File: src/set_ram.sv
`default_nettype none
// ----------------------------------------------------------------------------
// set_ram: generic single-write, single-read synchronous RAM
// Registered read; a read of the address written in the same cycle
// returns the old contents.
// ----------------------------------------------------------------------------
module set_ram #(
  parameter int Width = 8,
  parameter int Depth = 16
) (
  input  wire logic                     clk_i,
  input  wire logic                     we_i,
  input  wire logic [$clog2(Depth)-1:0] waddr_i,
  input  wire logic [Width-1:0]         wdata_i,
  input  wire logic                     re_i,
  input  wire logic [$clog2(Depth)-1:0] raddr_i,
  output logic      [Width-1:0]         rdata_o
);

  logic [Width-1:0] mem [Depth];
  logic [Width-1:0] rdata_q;

  always_ff @(posedge clk_i) begin
    if (we_i) begin
      mem[waddr_i] <= wdata_i;
    end
    if (re_i) begin
      rdata_q <= mem[raddr_i];
    end
  end

  assign rdata_o = rdata_q;

endmodule
`default_nettype wire

File: config.mk
export PLATFORM = sky130hd
export DESIGN_NAME = set_ram
export DESIGN_NICKNAME = d
export VERILOG_FILES = /design/src/set_ram.sv
export SDC_FILE = /design/constraint.sdc
export NUM_CORES = 1
export LEC_CHECK = 0
export BUFFER_PORTS_ARGS = -buffer_cell sky130_fd_sc_hd__buf_2
export CAP_MARGIN = 0
export CORE_UTILIZATION = 40
export CTS_BUF_LIST = sky130_fd_sc_hd__clkbuf_8
export DETAILED_ROUTE_END_ITERATION = 12
export PLACE_DENSITY = 0.53
export SLEW_MARGIN = 20
export SYNTH_ARGS = -nofsm -noshare
export SYNTH_HDL_FRONTEND = slang
export SYNTH_SLANG_ARGS = --single-unit
File: constraint.sdc
create_clock -name clk_i -period 2.6 [get_ports clk_i]
set_input_delay 0.26 -clock clk_i [delete_from_list [all_inputs] [get_ports clk_i]]
set_output_delay 0.26 -clock clk_i [all_outputs]
set_load 0.02 [all_outputs]
# Yosys cells after proc, flatten, opt, wreduce, memory -nomap -nowiden

Memories as Yosys holds them, arrays and structs flattened. A register that Yosys moved wholly into a read port is not among the register bits.
Cells that the tools add are included.

Muxes and demuxes: 2

Operator list:

| kind    | number |
|---|---|
| $mux W1 | 2 |

Word-level logic and storage cells: 3
Flip-flop bits (word level): 0
Memories: 1
Output and inout port bits: 8
Input port bits: 19
RAM bits: 128

Memories:

| memory | depth | width | read ports | clocked after memory_dff | wr ports | line | RTL |
|---|---|---|---|---|---|---|---|
| mem    | 16    | 8     | 1          | 1                        | 1        | 20   | `logic [Width-1:0] mem [Depth];` |

# Logic depth before layout (Yosys ltp)

Word-level depth: 2
Mapped depth: 5
Gate-level depth less buffers: 3

# Worst setup path before layout

OpenSTA, ideal clock, no wires.

Path type: input to register
Start point: in waddr_i[2]
End point: mem mem[0][0], enable pin
Data required time: 2217 ps
Setup slack: 847 ps
Path buffers: 0
Stages on the path: 2
Arrival time: 1370 ps
Library setup time: 383 ps
Cell sequence: or3b_2 -> nor3_1

RTL lines:

| what        | line | RTL |
|---|---|---|
| from (decl) | 13   | `input wire logic [$clog2(Depth)-1:0] waddr_i,` |
| to (decl)   | 20   |  |

No word-level cell before the write port.

==> results.json <==
{
  "fin_crit_sh_pct": 59.9,
  "clock_latency_ns": 0.43,
  "synth.net_count": 248,
  "first_global_vias": 2482,
  "slew_headroom_pct": 44.7,
  "yosys_register_bits": 136,
  "die_height_microns": 116,
  "ys_warn_count": 0,
  "syn_area_per_cell_sq_um": 22.8,
  "ff_latch_area_sq_mm": 0.00408,
  "post_cts_resized": 0,
  "setup_viol_count_final": 0,
  "die-area_sq_mm": 0.0135,
  "start_util_pct": 41.3,
  "synth.most_common_cell": "edfxtp_1",
  "antenna_cells": 0,
  "clock.fmax_mhz": 642,
  "synth_common_cells": "edfxtp_1, mux4_2, a22oi_1",
  "drc": 0,
  "yosysSeqAreaShare_pct": 78.1,
  "netlist.area_leader.share_pct": 78.1,
  "reg2reg_slack_ns": 1.04,
  "cts_root_buffer": "clkbuf_8",
  "postLayoutCoreUtil_pct": 47.4,
  "gp_congestion": 0.692,
  "tritoncts": "yes",
  "grt_pass1_wl_mm": 15.1,
  "drive_above_1_share_pct": 30.9,
  "place_area_sq_mm": 0.00565,
  "setup_ws_ns": 1.04,
  "p_per_area_mw_per_mm2": 710,
  "fin_nets": 305,
  "num-fill-cells": 1054,
  "internal-power_uw": 3380,
  "fp-row-count": 41,
  "synthCells": 229,
  "antenna_found_initial": 1,
  "critPathKind": "reg2reg",
  "cts_hold_buffers": 0,
  "leakage_uw": 0.00201,
  "critical_path_required_ns": 2.76,
  "multiInputGateArea_sq_mm": 0.00106,
  "synth_edf_count": 136,
  "fin_skew_ns": 0.00727,
  "gr-usage-all-layers_pct": 16.8,
  "routed_wl_mm": 10.2,
  "ant_nets": 0,
  "portBuffers": 26,
  "dp_hpwl_mm": 6.65,
  "design.portCount": 27,
  "hp-class": "in2reg",
  "cts_sinks": 136,
  "ys.flop_type": "edfxtp_1",
  "drtIter0Drc": 163,
  "post-cts-setup-buffer-count": 0,
  "viasPerCell": 5.14,
  "crit_fanout": 1,
  "rsz0062_at_grt": "no",
  "hold_viol": 0,
  "synth_top_area_cell": "edfxtp_1",
  "core_sq_mm": 0.0127,
  "die_w_microns": 116,
  "switching_share_pct": 20.7,
  "peakVddDrop_mv": 0.240,
  "dr.pass1.iters": 4,
  "seqPwrFrac_pct": 58.2,
  "clk_path_buf_depth": 2,
  "clk_pin_slew_ns": 0.07,
  "place_ws_ns": 0.669,
  "period_minus_slack_ns": 1.56,
  "overflow": 0,
  "route.vias.total": 2417,
  "final_area_sq_mm": 0.00601,
  "synthToLayoutAreaGrowth_pct": 14.9,
  "startpoint_type": "flip-flop",
  "wl_per_cell_microns": 21.6,
  "async_flop_share_pct": 0,
  "htreeDepth": 4,
  "cap_viol_max_count": 0,
  "power.total_uw": 4260,
  "synthTopCellsByArea": "edfxtp_1, mux4_2, mux4_1, a22oi_1, nor2_1",
  "slew_viol_final": 0,
  "p_sw_uw": 881,
  "cts-buffers-inserted": 17,
  "status": "completed",
  "grt_max_degree": 17,
  "synth_cell_types": 18,
  "tightest_slew_ns": 0.828,
  "arrival_ns": 1.72,
  "pwr-share-clk_pct": 36.3,
  "synthesis.area_sq_mm": 0.00523,
  "end_kind": "flip-flop",
  "comb_power_share_pct": 5.5,
  "fin_tns_setup_ns": 0
}
layout make-up:
cell class	count	share of cell area (%)
clock buffers	17	3.90
clock inverters	14	2.00
multi-input cells	83	17.6
flip-flops and latches	136	68.0
well taps	172	3.58
repair buffers	48	4.92
per-layer routing:
metal  track usage [%]  routed length, microns  vias to the layer above
met1              22.3                    4510                     1236
met2              26.3                    4930                       74
li1                  -                       -                     1092
met4              5.81                     146                        2
met3              5.50                     564                       13
met5                 0                      12                        -
per-stage QoR:
stage	hold WS, ns	instances
6_report	0.214	470
3_3_place_gp	0.652	439
5_1_grt	0.187	470
4_1_cts	0.190	470
3_5_place_dp	0.662	439
2_1_floorplan	0.359	229
layout by cell type (no fill, tap or decap), types with 4 or more instances in the layout:
master | synthesis | final
mux4_2 | 18 | 18
nor3_1 | 4 | 4
clkbuf_8 | 0 | 17
mux4_1 | 14 | 14
nor2_1 | 13 | 13
a22oi_1 | 16 | 16
edfxtp_1 | 136 | 136
buf_2 | 3 | 26
inv_1 | 0 | 4
buf_4 | 1 | 22
nand2_1 | 9 | 9
kinds of logic after synthesis:
family	after synthesis	share of synthesized area, %
AO/OA/AOI/OAI	16	2.30
buffers and inverters	10	1.65
flip-flops	136	78.1
multiplexers	32	14.8
AND/OR/NAND/NOR	35	3.14
final timing paths:
kind,start,endpoint,cells past startpoint
hold reg to reg,mem[6][6],rdata_o[6],3
setup reg to reg,mem[11][7],rdata_o[7],3
hold / removal,wdata_i[1],mem[12][1],1
setup / recovery,mem[11][7],rdata_o[7],3
flip-flops by register name, indices dropped and copies added, names as in the netlist:
register,count
mem,128
rdata_o,8
power by group through the flow:
stage | logic (uW) | clock network [uW] | registers, uW
2_1_floorplan | 125 | 0 | 2540
3_3_place_gp | 238 | 0 | 2530
3_5_place_dp | 242 | 0 | 2530
4_1_cts | 242 | 1580 | 2480
5_1_grt | 256 | 1680 | 2480
6_report | 235 | 1550 | 2480
critical path, stage by stage, from the launching register on:
cell      delay (ns)
edfxtp_1        0.37
mux4_2          0.49
a22oi_1         0.33
nand2_1         0.10
Power figures use the tool's default switching activity.
