[config.mk]
export PLATFORM = sky130hd
export DESIGN_NAME = set_grad
export DESIGN_NICKNAME = d
export VERILOG_FILES = /design/src/set_pkg.sv /design/src/set_grad.sv
export SDC_FILE = /design/constraint.sdc
export NUM_CORES = 1
export LEC_CHECK = 0
export BUFFER_PORTS_ARGS = -buffer_cell sky130_fd_sc_hd__buf_2
export CAP_MARGIN = 20
export CORE_MARGIN = 2
export CORE_UTILIZATION = 49
export DETAILED_ROUTE_END_ITERATION = 8
export GPL_ROUTABILITY_DRIVEN = 1
export MAX_ROUTING_LAYER = met4
export PLACE_DENSITY = 0.84
export SLEW_MARGIN = 15
export SYNTH_ARGS = -nofsm -noshare
export SYNTH_HDL_FRONTEND = slang
export SYNTH_SLANG_ARGS = --single-unit
[constraint.sdc]
create_clock -name vclk -period 7.3
set_clock_uncertainty 0.1 [all_clocks]
set_input_delay 1.46 -clock vclk [all_inputs]
set_output_delay 1.46 -clock vclk [all_outputs]
set_load 0.01 [all_outputs]
[src/set_pkg.sv]
`default_nettype none
// ----------------------------------------------------------------------------
// set_pkg: shared types and constants of the Sobel edge threshold block
// Image limits, field widths, register map and the pipeline stage record.
// ----------------------------------------------------------------------------
package set_pkg;

  localparam int MaxWidth  = 2048;
  localparam int MaxHeight = 2048;

  localparam int PixW  = 8;
  localparam int ThrW  = 10;
  localparam int SizeW = 12;
  localparam int ColW  = $clog2(MaxWidth);
  // row position runs up to MaxHeight + 2 before it wraps
  localparam int RowW  = $clog2(MaxHeight + 3);
  localparam int AddrW = 4;
  localparam int DataW = 32;
  localparam int MagW  = 2 * PixW + 1;
  localparam int LimW  = 2 * (ThrW + 1);

  localparam logic [ThrW-1:0]  ThrReset    = 10'd125;
  localparam logic [SizeW-1:0] WidthReset  = 12'd512;
  localparam logic [SizeW-1:0] HeightReset = 12'd512;
  localparam logic [PixW-1:0]  PixMax      = 8'd255;

  typedef enum logic [1:0] {
    RegThreshold = 2'd0,
    RegWidth     = 2'd1,
    RegHeight    = 2'd2
  } reg_idx_e;

  typedef logic [PixW-1:0] pix_t;

  // one window column, top to bottom
  typedef struct packed {
    pix_t top;
    pix_t mid;
    pix_t bot;
  } column_t;

  // item record between acceptance and the window stage
  typedef struct packed {
    logic [ColW-1:0] c;
    pix_t            v;
    logic            row_ge1;
    logic            row_ge2;
    logic            col0;
    logic            finish;
    logic            clr_win;
  } s1_t;

endpackage
`default_nettype wire

[src/set_grad.sv]
`default_nettype none
// ----------------------------------------------------------------------------
// set_grad: Sobel gradient kernel
// Forms the horizontal and vertical 3x3 Sobel sums of three columns and
// returns their absolute values saturated to 8 bits.
// ----------------------------------------------------------------------------
module set_grad import set_pkg::*; (
  input  wire column_t l_i,
  input  wire column_t m_i,
  input  wire column_t r_i,
  output pix_t         gx_o,
  output pix_t         gy_o
);

  localparam int SumW  = PixW + 2;
  localparam int DiffW = PixW + 3;

  logic [SumW-1:0]         xp, xn, yp, yn;
  logic signed [DiffW-1:0] sx, sy;

  function automatic pix_t abs_sat(input logic signed [DiffW-1:0] d);
    logic signed [DiffW-1:0] a;
    a = (d < 0) ? -d : d;
    if (a[DiffW-1:PixW] != '0) begin
      return PixMax;
    end
    return a[PixW-1:0];
  endfunction

  always_comb begin
    xp = {2'b00, r_i.top} + {1'b0, r_i.mid, 1'b0} + {2'b00, r_i.bot};
    xn = {2'b00, l_i.top} + {1'b0, l_i.mid, 1'b0} + {2'b00, l_i.bot};
    yp = {2'b00, l_i.bot} + {1'b0, m_i.bot, 1'b0} + {2'b00, r_i.bot};
    yn = {2'b00, l_i.top} + {1'b0, m_i.top, 1'b0} + {2'b00, r_i.top};
    sx = $signed({1'b0, xp}) - $signed({1'b0, xn});
    sy = $signed({1'b0, yp}) - $signed({1'b0, yn});
  end

  assign gx_o = abs_sat(sx);
  assign gy_o = abs_sat(sy);

endmodule
`default_nettype wire

---- After elaboration in Yosys (flattened, before gate mapping) ----
Cells that the tools add are included.
storage, ports and cells
  flip-flop bits (word level) ............. 0
  latch bits .............................. 0
  memory bits (writable) .................. 0
  ROM bits ................................ 0
  bits of input ports ..................... 72
  output and inout bits ................... 16
  logic and storage cells ................. 24
  memories ................................ 0
operators by class
  add/subtract/negate cells ............... 12
  multipliers ............................. 0
  divide/modulo/power cells ............... 0
  $lt $le $gt $ge ......................... 2
  equal/unequal tests ..................... 0
  shift operators ......................... 0
  multiplexer cells ....................... 8
  bitwise gates (word level) .............. 0
  reductions and logical operators ........ 2
operator list
  kind                                                  number
  adder 10 x 8 -> 10 bit                                4
  adder 8 x 9 -> 10 bit                                 4
  two-way mux 8 bit                                     4
  < comparator 11 x 1 -> 1 bit (second input constant)  2
  two-way mux 11 bit                                    2
  negation 11 bit                                       2
  subtractor 10 x 10 -> 11 bit                          2
  nonzero test 3 bit                                    2
  two-way mux 1 bit                                     2

---- Longest topological paths before layout ----
  depth after elaboration ................. 8
  depth in mapped cells ................... 16
  depth with buffers taken out ............ 15

---- Least setup slack after synthesis ----
No wires, ideal clock.
  path kind ............................... input to output
  from .................................... in l_i[5] (netlist name)
  to ...................................... out gy_o[1]
  arrival ................................. 5261 ps
  required time ........................... 5740 ps
  setup slack ............................. 479 ps
  cell stages on the path ................. 15
  path buffers ............................ 0
  cell sequence ........................... inv_1 > fa_1 > inv_1 > fa_1 > inv_1 > fa_1 > inv_1 > ha_1 > a21oi_4 > o211ai_2 > xor2_1 > or4_4 > o2111a_1 > a211o_4 > o211ai_2
on the way
  cells in the longest elaborated chain, start to end .. 8
  elaborated cells between the ends (all ways) .. 9
  those cells by class .................... add/sub: 4; order compare: 1; mux: 3; reduce/logical: 1
RTL lines
  element                                                          RTL line        RTL
  from (decl)                                                      set_grad.sv:8   input wire column_t l_i,
  adder 8 x 9 -> 10 bit (*)                                        set_grad.sv:33  yp = {2'b00, l_i.bot} + {1'b0, m_i.bot, 1'b0} + {2'b00, r_i.bot};
  adder 10 x 8 -> 10 bit (*)                                       set_grad.sv:33
  subtractor 10 x 10 -> 11 bit (*)                                 set_grad.sv:36  sy = $signed({1'b0, yp}) - $signed({1'b0, yn});
  negation 11 bit or < comparator 11 x 1 -> 1 bit (tied branches)  set_grad.sv:23  a = (d < 0) ? -d : d;
  two-way mux 11 bit (*)                                           set_grad.sv:23
  nonzero test 3 bit                                               set_grad.sv:24  if (a[DiffW-1:PixW] != '0) begin
  two-way mux 1 bit                                                set_grad.sv:24
  two-way mux 8 bit (*)                                            set_grad.sv:27  return a[PixW-1:0];
  to (decl)                                                        set_grad.sv:12  output pix_t gy_o
Every way passes the cells marked *; elsewhere a longest branch is shown, timed or not.

---- Worst setup path after layout ----
  from .................................... in l_i[0] (netlist name)
  to ...................................... out gy_o[1]
Same word-level chain as after synthesis.

==> out/metrics.cfg <==
[logic_synthesis]
yosys_warnings=0
syn_area_um2=2980
synth_cell_types=46
synth_nets=514
postSynthCellCount=354
seq_area_frac_synth_pct=0
syn_avg_cell_area_um2=8.43

[worst_setup_path]
critPathKind=in2out
arrival_ps=5550
crit_fanout=7
cp-end-kind=output port
critPathRequiredTime_ps=5740
crit_path_start_kind=primary input

[final_layout]
layout-drive-gt1-share_pct=24.3
diodes=0
fillCellCount=536
fin_area_um2=3570
finalCoreUtilization_pct=60.6
register_area_um2=0
area_growth_syn_to_layout_pct=19.6
nClkBuffers=0
seq_cell_count=0
finalNetCount=599
layout_common_cells=121 x inv_1, 80 x buf_2, 62 x fa_1, 23 x ha_1, 20 x nand2_1
layout_commonest_cell=inv_1

[die]
start_util_pct=50.7
die_height_um=82.0
ios=88
rows=28
core_area_um2=5890
dieArea_um2=6730
die_width_um=82.0

[route]
wirelength_mm=6.11
drt_first_pass_iters=4
drc=0
antenna_left=0
vias=2512
wl_per_cell_um=11.9
drt_iter0_markers=92
viasPerCell=4.91

[timing]
fmax_mhz=141
rsz0062_at_grt=false
whs_ps=3540
finalHoldViolCount=0
slew_headroom_pct=64.5
fin_setup_tns_ps=0
finalCriticalPeriod_ps=7110
final.period_utilization_pct=97.3
finalSetupViolCount=0
tightest_slew_ps=531
worst_slack_ps=194
finalMaxSlewViolations=0

[placed_design]
globalplace.congestion=0.825
io_buffers=80
hpwl_mm=5.66
dpl-instance-area_um2=3490
dp_slack_ps=84.8

[global_route]
grtUsageTotal_pct=19.1
antenna_found_initial=0
grt_pass1_wl_mm=10.1
grt_overflow=0
grt_pass1_vias=2483
grt_max_degree=9

[min_path]
hold_path.class=in2out

[power_and_ir_drop]
p_per_area_nw_per_um2=481
peakVddDrop_v=0.000250
leakage_nw=1.97

[flow_run]
max-cap-violations=0

[clocking]
hold_buffers=0

[status]
status=finished clean

synth_stat cells, drive strengths merged (2+ instances only):
cell type | n | area (µm²)
a21o | 4 | 30.0
a21oi | 8 | 55.1
a22oi | 3 | 27.5
a31o | 2 | 17.5
a31oi | 2 | 12.5
and3 | 3 | 18.8
fa | 62 | 1240
ha | 26 | 325
inv | 121 | 454
nand2 | 26 | 113
nand2b | 5 | 31.3
nand3 | 10 | 50.1
nor2 | 10 | 37.5
nor2b | 4 | 25.0
nor3 | 7 | 35.0
nor3b | 2 | 15.0
nor4 | 2 | 12.5
o2111a | 2 | 22.5
o211ai | 4 | 40.0
o21ai | 7 | 35.0
o21bai | 2 | 15.0
o22ai | 2 | 12.5
or3 | 3 | 18.8
xnor2 | 10 | 87.6
xor2 | 12 | 105
cell type report:
cell class / count / area [µm²] / area share [%]
multi-input cells: 232 / 2590 / 72.6
well taps: 75 / 93.8 / 2.63
inverters: 121 / 454 / 12.7
repair buffers: 84 / 430 / 12.1
final timing paths:
check / from / endpoint / slack, ps / depth (start not counted)
hold / removal: l_i[17] / gy_o[0] / 3540 / 6
setup / recovery: l_i[0] / gy_o[1] / 190 / 17
per-layer routing:
metal | GRT usage, % | vias up | part of all wire (%)
li1 | - | 1246 | -
met1 | 23.4 | 1193 | 42
met2 | 36.0 | 69 | 52
met3 | 0.879 | 4 | 4.9
met4 | 1.50 | 0 | 0.87
met5 | - | - | 0
what timing repair did:
action                     in CTS  in global routing
gates resized for setup         0                  9
setup endpoints to repair       0                  7
hold endpoints to repair        0                  0
setup buffers                   0                  2
metrics by stage:
stage / power, mW / std cells
final: 1.71 / 512
after global routing: 1.92 / 512
after CTS: 1.63 / 510
after detailed placement: 1.62 / 510
after global placement: 1.56 / 510
after floorplan: 1.25 / 354
logic make-up after synthesis:
family | Yosys count | synth area share, %
buf+inv | 122 | 15.4
fa+ha+maj | 88 | 52.5
simple gates | 77 | 13.4
compound gates | 43 | 11.5
xor+xnor | 22 | 6.46
mux | 2 | 0.713
critical path: stages:
cell	delay, ps
buf_2	80
inv_1	90
fa_1	550
inv_1	50
fa_1	390
fa_1	530
ha_1	190
inv_1	70
fa_1	380
nand2b_1	210
a21oi_2	160
xor2_1	120
or3_4	390
o2111a_1	260
a211o_4	370
o211ai_2	80
buf_2	140
power by group:
part / internal, mW / leakage (nW) / total (mW) / switching [mW]
logic: 0.752 / 1.97 / 1.71 / 0.962
registers: 0 / 0 / 0 / 0
clock network: 0 / 0 / 0 / 0
total: 0.752 / 1.97 / 1.71 / 0.962
Power figures use the tool's default switching activity.
